[src/dual_controller_input_qualifier_unit_defines.svh]
// Assertion macros shared by the dual controller input qualifier sources.
`ifndef DUAL_CONTROLLER_INPUT_QUALIFIER_UNIT_DEFINES_SVH
`define DUAL_CONTROLLER_INPUT_QUALIFIER_UNIT_DEFINES_SVH

// Same-cycle implication, sampled on clock, off during reset.
`define DCQ_ASSERT_NOW(label, ante, cons, msg) \
   label: assert property (@(posedge clock) disable iff (reset) (ante) |-> (cons)) \
      else $error(msg);

// Next-cycle implication, sampled on clock, off during reset.
`define DCQ_ASSERT_NEXT(label, ante, cons, msg) \
   label: assert property (@(posedge clock) disable iff (reset) (ante) |=> (cons)) \
      else $error(msg);

`endif

[src/dcq_pkg.sv]
// Types and constants for the dual controller input qualifier.
package dcq_pkg;

   localparam int unsigned LEVEL_W = 15;
   localparam int unsigned AXIS_W  = 16;
   localparam int unsigned CSR_AW  = 5;
   localparam int unsigned CSR_DW  = 32;

   typedef logic [LEVEL_W-1:0] level_type;
   typedef logic signed [AXIS_W-1:0] axis_type;

   // register map, byte address = 4 * index
   typedef enum logic [2:0] {
      CSR_STICK_ON  = 3'd0,
      CSR_STICK_OFF = 3'd1,
      CSR_GRIP_ON   = 3'd2,
      CSR_GRIP_OFF  = 3'd3,
      CSR_RECALL    = 3'd4,
      CSR_SHOULDER  = 3'd5
   } csr_index_type;

   localparam level_type STICK_ON_RST  = 15'd18022;
   localparam level_type STICK_OFF_RST = 15'd11469;
   localparam level_type GRIP_ON_RST   = 15'd19661;
   localparam level_type GRIP_OFF_RST  = 15'd11469;
   localparam level_type RECALL_RST    = 15'd22938;
   localparam level_type SHOULDER_RST  = 15'd16384;

   // bit0 up, bit1 down, bit2 left, bit3 right
   typedef struct packed {
      logic right;
      logic left;
      logic down;
      logic up;
   } dpad_type;

   typedef struct packed {
      level_type stick_set;
      level_type stick_clear;
      level_type grip_set;
      level_type grip_clear;
      level_type recall;
      level_type shoulder;
   } levels_type;

   typedef struct packed {
      dpad_type   dpad;
      logic       button_a;
      logic       button_b;
      logic       shoulder_left;
      logic       shoulder_right;
      logic       menu_pressed;
      logic [1:0] grab_count;
      logic       holding_hand;
      logic       recall_pulse;
   } result_type;

endpackage

[src/dcq_stick_lane.sv]
// One stick lane: hysteresis on both axes, starting from the shared d-pad latch.
module dcq_stick_lane
   import dcq_pkg::*;
(
   input  axis_type  axis_x,
   input  axis_type  axis_y,
   input  dpad_type  latch,
   input  level_type on_level,
   input  level_type off_level,
   output dpad_type  dpad_next
);

   logic signed [AXIS_W:0] on_ext;
   logic signed [AXIS_W:0] off_ext;
   logic [1:0] x_step;
   logic [1:0] y_step;

   // returns {neg, pos}
   function automatic logic [1:0] axis_step(
      input logic signed [AXIS_W:0] v,
      input logic neg,
      input logic pos,
      input logic signed [AXIS_W:0] on_l,
      input logic signed [AXIS_W:0] off_l
   );
      logic neg_n;
      logic pos_n;
      pos_n = pos ? !(v < off_l) : (v > on_l);
      neg_n = neg ? !(v > -off_l) : (v < -on_l);
      return {neg_n, pos_n};
   endfunction

   assign on_ext  = {2'b00, on_level};
   assign off_ext = {2'b00, off_level};

   assign x_step = axis_step({axis_x[AXIS_W-1], axis_x}, latch.left, latch.right,
                             on_ext, off_ext);
   assign y_step = axis_step({axis_y[AXIS_W-1], axis_y}, latch.down, latch.up,
                             on_ext, off_ext);

   assign dpad_next.left  = x_step[1];
   assign dpad_next.right = x_step[0];
   assign dpad_next.down  = y_step[1];
   assign dpad_next.up    = y_step[0];

endmodule

[src/dcq_grip_lane.sv]
// One grip lane: latch on high bar, release on low bar or loss of tracking.
module dcq_grip_lane
   import dcq_pkg::*;
(
   input  logic      tracked,
   input  level_type squeeze,
   input  logic      held,
   input  level_type on_level,
   input  level_type off_level,
   output logic      held_next
);

   always_comb begin
      if (!tracked) begin
         held_next = 1'b0;
      end else if (held) begin
         held_next = !(squeeze < off_level);
      end else begin
         held_next = squeeze > on_level;
      end
   end

endmodule

[src/dcq_merge.sv]
// Merge stage: combines lane outcomes into one result and the next hand state.
module dcq_merge
   import dcq_pkg::*;
(
   input  dpad_type   left_dpad,
   input  dpad_type   right_dpad,
   input  logic [1:0] grip_next,
   input  logic       last_hand,
   input  level_type  left_trigger,
   input  level_type  right_trigger,
   input  logic [4:0] button_bits,
   input  levels_type levels,
   output logic       last_hand_next,
   output result_type result
);

   logic [1:0] grab;

   assign grab = {1'b0, grip_next[0]} + {1'b0, grip_next[1]};
   // single grab picks the hand; otherwise keep the last one
   assign last_hand_next = (grab == 2'd1) ? grip_next[1] : last_hand;

   always_comb begin
      result.dpad           = left_dpad | right_dpad;
      result.button_a       = button_bits[0] | button_bits[2];
      result.button_b       = button_bits[1] | button_bits[3];
      result.shoulder_left  = (grab != 2'd2) && (left_trigger > levels.shoulder);
      result.shoulder_right = (grab != 2'd2) && (right_trigger > levels.shoulder);
      result.menu_pressed   = button_bits[4];
      result.grab_count     = grab;
      result.holding_hand   = last_hand_next;
      result.recall_pulse   = (grab == 2'd2) && (left_trigger > levels.recall)
                              && (right_trigger > levels.recall);
   end

endmodule

[src/dual_controller_input_qualifier_unit.sv]
// Top level of the dual controller input qualifier.
//
// Usage: each request on the req_ channel is one frame from two hand
// controllers (four stick axes in Q1.15, two squeeze and two trigger levels
// in unsigned Q0.15, tracking and button bits). Each accepted request yields
// exactly one response on the rsp_ channel: latched d-pad, face buttons,
// shoulders, menu, grab count, holding hand and recall pulse.
// Output: each result is registered in the response or the skid register.
// Throughput: one request per cycle while req_ready is high; all comparators
// of both stick lanes, both grip lanes and the merge stage are combinational
// and the state latches update on each accepted request.
// Stall: a two-entry output (response register plus skid register) lets one
// more request in while a response waits; req_ready drops only when both are
// full, and rises again once the receiver takes a response.
// Reset (synchronous, active high): d-pad and grip latches clear, holding
// hand returns to left, thresholds go to their defaults, both output entries
// empty. Thresholds go over the csr_ APB port, 4 bytes apart; the user must
// write them only while no request is in flight, not enforced by the block.
`include "dual_controller_input_qualifier_unit_defines.svh"

module dual_controller_input_qualifier_unit
   import dcq_pkg::*;
(
   input  logic              clock,
   input  logic              reset,
   // request channel
   input  logic              req_valid,
   output logic              req_ready,
   input  axis_type          req_left_stick_x,
   input  axis_type          req_left_stick_y,
   input  axis_type          req_right_stick_x,
   input  axis_type          req_right_stick_y,
   input  level_type         req_left_squeeze,
   input  level_type         req_right_squeeze,
   input  level_type         req_left_trigger,
   input  level_type         req_right_trigger,
   input  logic [1:0]        req_tracked_mask,
   input  logic [4:0]        req_button_bits,
   // response channel
   output logic              rsp_valid,
   input  logic              rsp_ready,
   output logic              rsp_dpad_up,
   output logic              rsp_dpad_down,
   output logic              rsp_dpad_left,
   output logic              rsp_dpad_right,
   output logic              rsp_button_a,
   output logic              rsp_button_b,
   output logic              rsp_shoulder_left,
   output logic              rsp_shoulder_right,
   output logic              rsp_menu_pressed,
   output logic [1:0]        rsp_grab_count,
   output logic              rsp_holding_hand,
   output logic              rsp_recall_pulse,
   // configuration port
   input  logic              csr_psel,
   input  logic              csr_penable,
   input  logic              csr_pwrite,
   input  logic [CSR_AW-1:0] csr_paddr,
   input  logic [CSR_DW-1:0] csr_pwdata,
   output logic [CSR_DW-1:0] csr_prdata,
   output logic              csr_pready
);

   levels_type    levels_ff;
   dpad_type      dpad_ff;
   logic [1:0]    grip_ff;
   logic          hand_ff;
   result_type    out_ff;
   logic          out_valid_ff;
   result_type    skid_ff;
   logic          skid_valid_ff;

   levels_type    levels_in;
   csr_index_type csr_index;
   logic          csr_write;
   logic          accept;
   dpad_type      left_dpad;
   dpad_type      right_dpad;
   logic [1:0]    grip_in;
   logic          hand_in;
   result_type    result;

   // ---------------- configuration ----------------
   assign csr_pready = 1'b1;
   assign csr_index  = csr_index_type'(csr_paddr[4:2]);
   assign csr_write  = csr_psel && csr_penable && csr_pwrite && csr_pready;

   always_comb begin
      levels_in = levels_ff;
      if (csr_write) begin
         unique case (csr_index)
            CSR_STICK_ON:  levels_in.stick_set   = csr_pwdata[LEVEL_W-1:0];
            CSR_STICK_OFF: levels_in.stick_clear = csr_pwdata[LEVEL_W-1:0];
            CSR_GRIP_ON:   levels_in.grip_set    = csr_pwdata[LEVEL_W-1:0];
            CSR_GRIP_OFF:  levels_in.grip_clear  = csr_pwdata[LEVEL_W-1:0];
            CSR_RECALL:    levels_in.recall      = csr_pwdata[LEVEL_W-1:0];
            CSR_SHOULDER:  levels_in.shoulder    = csr_pwdata[LEVEL_W-1:0];
            default:       levels_in = levels_ff;  // beyond the map: ignored
         endcase
      end
   end

   always_comb begin
      unique case (csr_index)
         CSR_STICK_ON:  csr_prdata = CSR_DW'(levels_ff.stick_set);
         CSR_STICK_OFF: csr_prdata = CSR_DW'(levels_ff.stick_clear);
         CSR_GRIP_ON:   csr_prdata = CSR_DW'(levels_ff.grip_set);
         CSR_GRIP_OFF:  csr_prdata = CSR_DW'(levels_ff.grip_clear);
         CSR_RECALL:    csr_prdata = CSR_DW'(levels_ff.recall);
         CSR_SHOULDER:  csr_prdata = CSR_DW'(levels_ff.shoulder);
         default:       csr_prdata = '0;
      endcase
   end

   // ---------------- lanes ----------------
   // both stick lanes start from the same latch; merge ORs their outcomes
   dcq_stick_lane u_stick_left (
      .axis_x    (req_left_stick_x),
      .axis_y    (req_left_stick_y),
      .latch     (dpad_ff),
      .on_level  (levels_ff.stick_set),
      .off_level (levels_ff.stick_clear),
      .dpad_next (left_dpad)
   );

   dcq_stick_lane u_stick_right (
      .axis_x    (req_right_stick_x),
      .axis_y    (req_right_stick_y),
      .latch     (dpad_ff),
      .on_level  (levels_ff.stick_set),
      .off_level (levels_ff.stick_clear),
      .dpad_next (right_dpad)
   );

   dcq_grip_lane u_grip_left (
      .tracked   (req_tracked_mask[0]),
      .squeeze   (req_left_squeeze),
      .held      (grip_ff[0]),
      .on_level  (levels_ff.grip_set),
      .off_level (levels_ff.grip_clear),
      .held_next (grip_in[0])
   );

   dcq_grip_lane u_grip_right (
      .tracked   (req_tracked_mask[1]),
      .squeeze   (req_right_squeeze),
      .held      (grip_ff[1]),
      .on_level  (levels_ff.grip_set),
      .off_level (levels_ff.grip_clear),
      .held_next (grip_in[1])
   );

   dcq_merge u_merge (
      .left_dpad      (left_dpad),
      .right_dpad     (right_dpad),
      .grip_next      (grip_in),
      .last_hand      (hand_ff),
      .left_trigger   (req_left_trigger),
      .right_trigger  (req_right_trigger),
      .button_bits    (req_button_bits),
      .levels         (levels_ff),
      .last_hand_next (hand_in),
      .result         (result)
   );

   // ---------------- handshake and state ----------------
   // skid register full is the only thing that holds off a request
   assign req_ready = !skid_valid_ff;
   assign accept    = req_valid && req_ready;

   always_ff @(posedge clock) begin
      if (reset) begin
         levels_ff     <= '{stick_set: STICK_ON_RST,  stick_clear: STICK_OFF_RST,
                            grip_set:  GRIP_ON_RST,   grip_clear:  GRIP_OFF_RST,
                            recall:    RECALL_RST,    shoulder:    SHOULDER_RST};
         dpad_ff       <= '0;
         grip_ff       <= '0;
         hand_ff       <= 1'b0;
         out_valid_ff  <= 1'b0;
         skid_valid_ff <= 1'b0;
      end else begin
         levels_ff <= levels_in;
         if (accept) begin
            dpad_ff <= result.dpad;
            grip_ff <= grip_in;
            hand_ff <= hand_in;
         end
         if (!out_valid_ff || rsp_ready) begin
            if (skid_valid_ff) begin
               // skid full means no request this cycle
               skid_valid_ff <= 1'b0;
            end else begin
               out_valid_ff <= accept;
            end
         end else if (accept) begin
            skid_valid_ff <= 1'b1;
         end
      end
   end

   // payload, no reset
   always_ff @(posedge clock) begin
      if (!out_valid_ff || rsp_ready) begin
         if (skid_valid_ff) begin
            out_ff <= skid_ff;
         end else if (accept) begin
            out_ff <= result;
         end
      end else if (accept) begin
         skid_ff <= result;
      end
   end

   assign rsp_valid          = out_valid_ff;
   assign rsp_dpad_up        = out_ff.dpad.up;
   assign rsp_dpad_down      = out_ff.dpad.down;
   assign rsp_dpad_left      = out_ff.dpad.left;
   assign rsp_dpad_right     = out_ff.dpad.right;
   assign rsp_button_a       = out_ff.button_a;
   assign rsp_button_b       = out_ff.button_b;
   assign rsp_shoulder_left  = out_ff.shoulder_left;
   assign rsp_shoulder_right = out_ff.shoulder_right;
   assign rsp_menu_pressed   = out_ff.menu_pressed;
   assign rsp_grab_count     = out_ff.grab_count;
   assign rsp_holding_hand   = out_ff.holding_hand;
   assign rsp_recall_pulse   = out_ff.recall_pulse;

   // ---------------- assertions ----------------
   `DCQ_ASSERT_NOW(a_skid_behind_out, skid_valid_ff, out_valid_ff, "skid full with output empty")
   `DCQ_ASSERT_NEXT(a_skid_drains, skid_valid_ff && rsp_ready, !skid_valid_ff, "skid not drained")
   `DCQ_ASSERT_NEXT(a_untracked_left, accept && !req_tracked_mask[0], !grip_ff[0], "untracked grip")
   `DCQ_ASSERT_NOW(a_recall_both, rsp_valid && rsp_recall_pulse, rsp_grab_count == 2'd2, "lone recall")
   `DCQ_ASSERT_NOW(a_shoulder_off, rsp_valid && rsp_grab_count == 2'd2, !rsp_shoulder_left && !rsp_shoulder_right, "shoulder on")

endmodule

[config.mk]
export PLATFORM = sky130hd
export DESIGN_NAME = dual_controller_input_qualifier_unit
export DESIGN_NICKNAME = d
export VERILOG_FILES = /design/src/dcq_pkg.sv /design/src/dcq_stick_lane.sv /design/src/dcq_grip_lane.sv /design/src/dcq_merge.sv /design/src/dual_controller_input_qualifier_unit.sv
export VERILOG_INCLUDE_DIRS = /design/src /design/src/src
export SDC_FILE = /design/constraint.sdc
export NUM_CORES = 1
export LEC_CHECK = 0
export ABC_AREA = 0
export BUFFER_PORTS_ARGS = -buffer_cell sky130_fd_sc_hd__buf_2
export CAP_MARGIN = 20
export CORE_MARGIN = 4
export CORE_UTILIZATION = 50
export DETAILED_ROUTE_END_ITERATION = 10
export PLACE_DENSITY = 0.73
export SYNTH_ARGS = -nofsm -noshare
export SYNTH_HDL_FRONTEND = slang
export SYNTH_HIERARCHICAL = 1
export SYNTH_SLANG_ARGS = --single-unit
[constraint.sdc]
create_clock -name clock -period 9.94 [get_ports clock]
set_input_delay 0 -clock clock [delete_from_list [all_inputs] [get_ports clock]]
set_output_delay 0 -clock clock [all_outputs]
set_load 0.02 [all_outputs]
==> impl_results.md, run 1 <==
- Row count: 64
- Avg Cell Area, Syn: 8.64 um^2
- Period utilization: 0.439
- CP endpoint kind: register
- Final Util: 0.571
- Slew headroom: 0.318
- Initial antenna violation count: 2
- H-tree levels: 4
- Worst path max stage delay: 480 ps
- WP data arrival: 4540 ps
- Worst-path clk slew: 60 ps
- Leakage: 8.54 nW
- Pwr Density: 86.7 mW/mm^2
- Final net count: 2523
- Setup TNS Final: 0 ps
- Final Hold Vio Count: 0
- CTS tree: yes
- Drt wl/cell: 20.8 um
- Most common cell after layout, fill and taps aside: ha_1
- Final min period: 4360 ps
- Maximum VDD drop: 75.9 uV
- Critical-path top delay cell: dfxtp_1
- CTS resizes: 0
- Hold Crit Class: primary input to register
- Largest net degree at the start of global routing: 89
- Grt total ovfl: 0
- DRC: 0
- Clock Sinks: 125
- CP startpoint: levels_ff[61]$_SDFFE_PP0P_
- Post-synthesis async set-or-reset flop share: 0
- Total CTS buffers: 17
- DR iter-0 viols: 1156
- Area delta synth->final: 12.5%
- Clk buf depth: 2
- Global-route wire length before repair: 75100 um
- Hold Startpoint: req_tracked_mask[0]
- Vias: 14500
- WP data required: 10120 ps
- Worst-path cell chain: inv_1 > ha_1 > nor3b_2 > nand4_1 > nor3_1 > xnor2_1 > ha_1 > and3_1 > and2_1 > a21boi_0 > nand4b_1 > nand4_1 > a41oi_2 > or2_2 > mux2_2
- Status: complete, no violations
- Worst Setup Start Kind: register
- Critical R2R Launch: levels_ff[61]$_SDFFE_PP0P_
- Via density: 6.04
- Core area: 0.0306 mm^2
- GRT Overall Usage: 0.280
- Worst reg2reg path depth: 15
- Initial Utilization: 0.507
- Max Clock Freq: 0.229 GHz
- Slew Limit Fails: 0
- DIE HEIGHT: 184 um
- Sequential area share after synthesis: 0.178
- Chip width: 184 um
- Ys flop type: dfxtp_1
- Clk_lat worst skew: 420 ps
- Synth Cell Area: 0.0155 mm^2
- Crit Path Category: register to register
- Final ANT Viol Nets: 0
- Post-synth EDFFs: 26
- Setup Viol. Count Final: 0
- Vias in the first global route: 14000
- Layout cells sized above 1: 0.151
- Skew final: 11.4 ps
- Die ar.: 0.0339 mm^2
- Drt first pass iters: 7
- Syn Inst Count: 1796
- Max cap viols: 0
- Crit path max fanout: 8
- Port Buf Inserts: 185
- Synth cell types: 81
- Most frequent cells in the layout: 364 x ha_1, 184 x buf_2, 168 x inv_1
- GP Congestion: 1.00
- Slew @ Worst Pin: 1020 ps
- I/O pin count: 223
- RSZ-0062 raised after global routing: no
- Yosys synthesis warning count: 6
- WHS Path Cells: 5
- Root Buffer: clkbuf_16
- Final wirelength: 49800 um
- Yosys reg bits: 125
- DPL Wire Length: 41000 um
registers in the layout, indices dropped and copies added, names as in the netlist, 2 cells and up:
name / count
levels_ff: 90
rsp_grab_count: 2
skid_ff: 13
dpad_ff: 4
grip_ff: 2
what timing repair did:
item,4_1_cts,5_1_grt
hold endpoints to repair,58,0
hold buffers,22,0
setup buffers,0,0
path summary, 6_finish.rpt:
kind,end,slack [ps]
setup reg to reg,rsp_dpad_down$_DFFE_PP_,5580
hold reg to reg,hand_ff$_SDFFE_PP0P_,470
setup / recovery,rsp_dpad_down$_DFFE_PP_,5580
hold / removal,grip_ff[0]$_SDFFE_PP0P_,50
stage by stage:
step           hold slack (ps)  instances  power (mW)  setup slack, ps  area (um^2)
2_1_floorplan              118       1812       0.780             6350        15600
6_report                  47.6       2394        1.51             5580        17500
3_3_place_gp               195       2336       0.902             5710        16600
3_5_place_dp               197       2336       0.914             5690        16600
5_1_grt                   74.4       2394        1.58             5410        17500
4_1_cts                   23.7       2390        1.51             5650        17400
kinds of logic after synthesis:
kind of cell,Yosys count,share of synthesized area
fa+ha+maj,368,0.296
other cells,2,0.000484
mux,111,0.0756
compound gates,404,0.171
simple gates,496,0.179
flops,125,0.178
xor+xnor,60,0.0348
buf+inv,230,0.0652
where the power goes:
part / leakage, nW / switching (mW) / internal, mW
registers: 1.05 / 0.0137 / 0.530
logic: 7.22 / 0.220 / 0.156
clock network: 0.270 / 0.263 / 0.332
total: 8.54 / 0.497 / 1.02
metal layers:
layer / GRT usage / share of wire / vias up
met5: 0 / 0 / -
met3: 0.0482 / 0.075 / 114
met4: 0.101 / 0.039 / 0
li1: - / - / 6980
met2: 0.472 / 0.46 / 624
met1: 0.362 / 0.43 / 6737
cell usage after synthesis (39+ instances only):
master	count	area, um^2
a21o_1	46	345
nand3_1	45	225
mux2i_1	71	711
inv_1	168	631
a21oi_1	98	490
ha_1	364	4550
dfxtp_1	99	1980
nor2b_1	49	307
nand2_1	78	293
xnor2_1	54	473
nand2b_1	56	350
nand4_1	55	344
nor2_1	111	417
o21ai_0	89	445
mux2_2	39	439
final cells by class:
cell class | count | area (um^2)
Sequential cell | 125 | 2760
Clock buffer | 17 | 425
Timing Repair Buffer | 212 | 1190
Antenna cell | 1 | 2.50
Inverter | 171 | 642
Tap cell | 396 | 495
Multi-Input combinational cell | 1457 | 11800
Fill cell | 2809 | 13100
Clock inverter | 15 | 144
critical path, delay by kind of cell (launching register included):
kind                     cells  cell delay (ps)
flip-flops                   1              480
multiplexers                 1              260
adder cells (fa/ha/maj)      2              530
buffers and inverters        1              190
XOR/XNOR                     1              140
AO/OA/AOI/OAI                2              430
AND/OR/NAND/NOR              8             2080
No activity file was read; power rests on OpenSTA's default activity.
==> run 2: changes to the inputs <==
- PLACE_DENSITY: 0.73 -> 0.76
- clock period: 9.94 -> 3.65 ns (I/O delays scaled with it)
==> run 2 against run 1 <==
Effect of this change: the run now ends with setup timing left; register-to-register slack lost 5700 ps; critical path depth shrank 1; sequential share of layout area shrank 1.1 points; non-clock buffer count grew 120; largest cell class unchanged; first-iteration DRC count grew 26%; sequential power grew to 2.7 times the previous value; clock skew shrank 1.8 ps; clock power grew to 2.8 times the previous value; via count grew 5.7%; setup slack lost 5700 ps; die area is the same.
==> impl_results.md, run 2 (synthesis gave the netlist of run 1 again) <==
- Grt total ovfl: 0
- Fin worst setup slack: -71.0 ps
- Crit Path Category: register to register
- Setup TNS Final: -159 ps
- Root Buffer: clkbuf_16
- Most frequent CP cell: or4_4
- GRT Overall Usage: 0.305
- Fill cells: 2640
- Critical R2R Launch: levels_ff[80]$_SDFFE_PP1P_
- DIE HEIGHT: 184 um
- Clk buf depth: 2
- Ant diodes: 0
- Port Buf Inserts: 185
- Final Hold Vio Count: 0
- FF-to-FF End: rsp_dpad_down$_DFFE_PP_
- Vias: 15300
- CTS tree: yes
- Hold Crit Endpoint: dpad_ff[1]$_SDFFE_PP0P_
- Max reg flops: 90
- Total CTS buffers: 17
- WP data arrival: 3900 ps
- GP Congestion: 0.966
- Max Clock Freq: 0.269 GHz
- Crit path max fanout: 4
- DPL Wire Length: 43600 um
- Final net count: 2643
- Drt first pass iters: 8
- Worst Setup Start Kind: register
- Clk_lat worst skew: 430 ps
- DR iter-0 viols: 1458
- Core area: 0.0306 mm^2
- Final min period: 3720 ps
- Slew Limit Fails: 0
- Most frequent cells in the layout: 355 x ha_1, 184 x buf_2, 165 x inv_1
- Hold Startpoint: req_valid
- Via density: 6.08
- Worst-path clk slew: 70 ps
- Setup Viol. Count Final: 3
- Largest net degree at the start of global routing: 109
- DRC: 0
- Critical-path top delay cell: or4_4
- Global-route wire length before repair: 82000 um
- WP data required: 3830 ps
- Hold Crit Class: primary input to register
- Area delta synth->final: 21.6%
- CP endpoint kind: register
- Biggest regs: levels_ff: 90 flops, skid_ff: 13 flops, dpad_ff: 4 flops
- Hold WS: 75.4 ps
- Leakage: 9.26 nW
- Clock Sinks: 125
- H-tree levels: 4
- Max cap viols: 0
- Final ANT Viol Nets: 0
- Chip width: 184 um
- Most common cell after layout, fill and taps aside: ha_1
- Worst-path cell chain: or4_4 > nor2_4 > nand2_2 > or4_4 > xnor2_2 > ha_1 > a31oi_2 > o211ai_1 > a21oi_1 > a211oi_2 > o221a_2 > a41oi_2 > or2_4 > mux2_2
- Row count: 64
- Slew headroom: 0.253
- Maximum VDD drop: 237 uV
- Initial antenna violation count: 1
- Worst reg2reg path depth: 14
- Worst R2R Setup Slack: -70 ps
- Slew @ Worst Pin: 1120 ps
- Period utilization: 1.02
- Vias in the first global route: 15100
- Pwr Density: 226 mW/mm^2
- Final wirelength: 53800 um
- Status: complete, but fails checks
- Initial Utilization: 0.507
- I/O pin count: 223
- WHS Path Cells: 4
- Skew final: 9.57 ps
- Top reg by flops: levels_ff
- RSZ-0062 raised after global routing: yes
- Worst path max stage delay: 550 ps
- Layout cells sized above 1: 0.232
- Drt wl/cell: 21.4 um
- Failing checks: setup timing
- Die ar.: 0.0339 mm^2
==> run 2: cell types whose count changed in the layout (fill, tap and decap cells not counted), moves of 4 or more <==
cell,delta
a21oi_1,-4
xnor2_2,+11
nor2_1,-5
buf_4,+118
nor3_2,+5
nor3_1,-7
a21oi_2,+4
or4_4,+4
dfxtp_1,-4
ha_4,+8
xnor2_1,-11
or4_1,-4
ha_1,-9
==> run 2: power by group <==
group / switching, mW / internal [mW]
logic: 0.637 / 0.466
clock network: 0.758 / 0.919
registers: 0.0359 / 1.44
==> run 2: worst max-delay path by stage <==
stage | from | endpoint | depth (start not counted)
after floorplan | levels_ff[79]$_SDFFE_PP0P_ | rsp_dpad_left$_DFFE_PP_ | 14
after detailed placement | levels_ff[79]$_SDFFE_PP0P_ | rsp_dpad_left$_DFFE_PP_ | 14
after global placement | levels_ff[61]$_SDFFE_PP0P_ | rsp_dpad_left$_DFFE_PP_ | 14
after global routing | levels_ff[80]$_SDFFE_PP1P_ | rsp_dpad_left$_DFFE_PP_ | 16
after CTS | levels_ff[60]$_SDFFE_PP1P_ | dpad_ff[2]$_SDFFE_PP0P_ | 16
final | levels_ff[80]$_SDFFE_PP1P_ | rsp_dpad_down$_DFFE_PP_ | 14
==> run 2: area by class of cell <==
class	instances	area [um^2]	share of cell area
Inverter	171	642	0.0340
Clock buffer	17	425	0.0225
Sequential cell	125	2770	0.147
Tap cell	396	495	0.0263
Clock inverter	15	168	0.00889
Multi-Input combinational cell	1457	12300	0.650
Timing Repair Buffer	332	2110	0.112
==> run 2: per-layer routing <==
metal | GRT usage | share of wire | up-vias
li1 | - | - | 7205
met1 | 0.396 | 0.41 | 7169
met2 | 0.510 | 0.46 | 760
met3 | 0.0432 | 0.084 | 146
met4 | 0.123 | 0.043 | 0
met5 | 0 | 0 | -
==> run 2: repair_timing <==
item	in CTS	in global routing
endpoints found under the setup margin	6	6
setup buffers	13	4
endpoints found under the hold margin	59	0
pin swaps	43	55
hold buffers	22	0
resized for setup	40	52
==> run 2: critical path, delay by kind of cell (launching register included) <==
family | cells | cell delay [ps]
AOI/OAI and AO/OA | 6 | 800
DFF | 1 | 360
adders and majority gates | 1 | 340
muxes | 1 | 260
xor gates and xnor gates | 1 | 170
and+or+nand+nor | 5 | 1550
==> run 2: per-stage QoR <==
step           utilization  area [um^2]  total power, mW  instances  worst slack [ps]
5_1_grt              0.617        18900             4.44       2513              -206
3_3_place_gp         0.571        17500             2.48       2442             -85.5
2_1_floorplan            -        15600             2.12       1812              58.1
4_1_cts              0.606        18500             4.21       2509             -2.40
6_report             0.617        18900             4.26       2513             -71.0
3_5_place_dp         0.571        17500             2.52       2442              -187
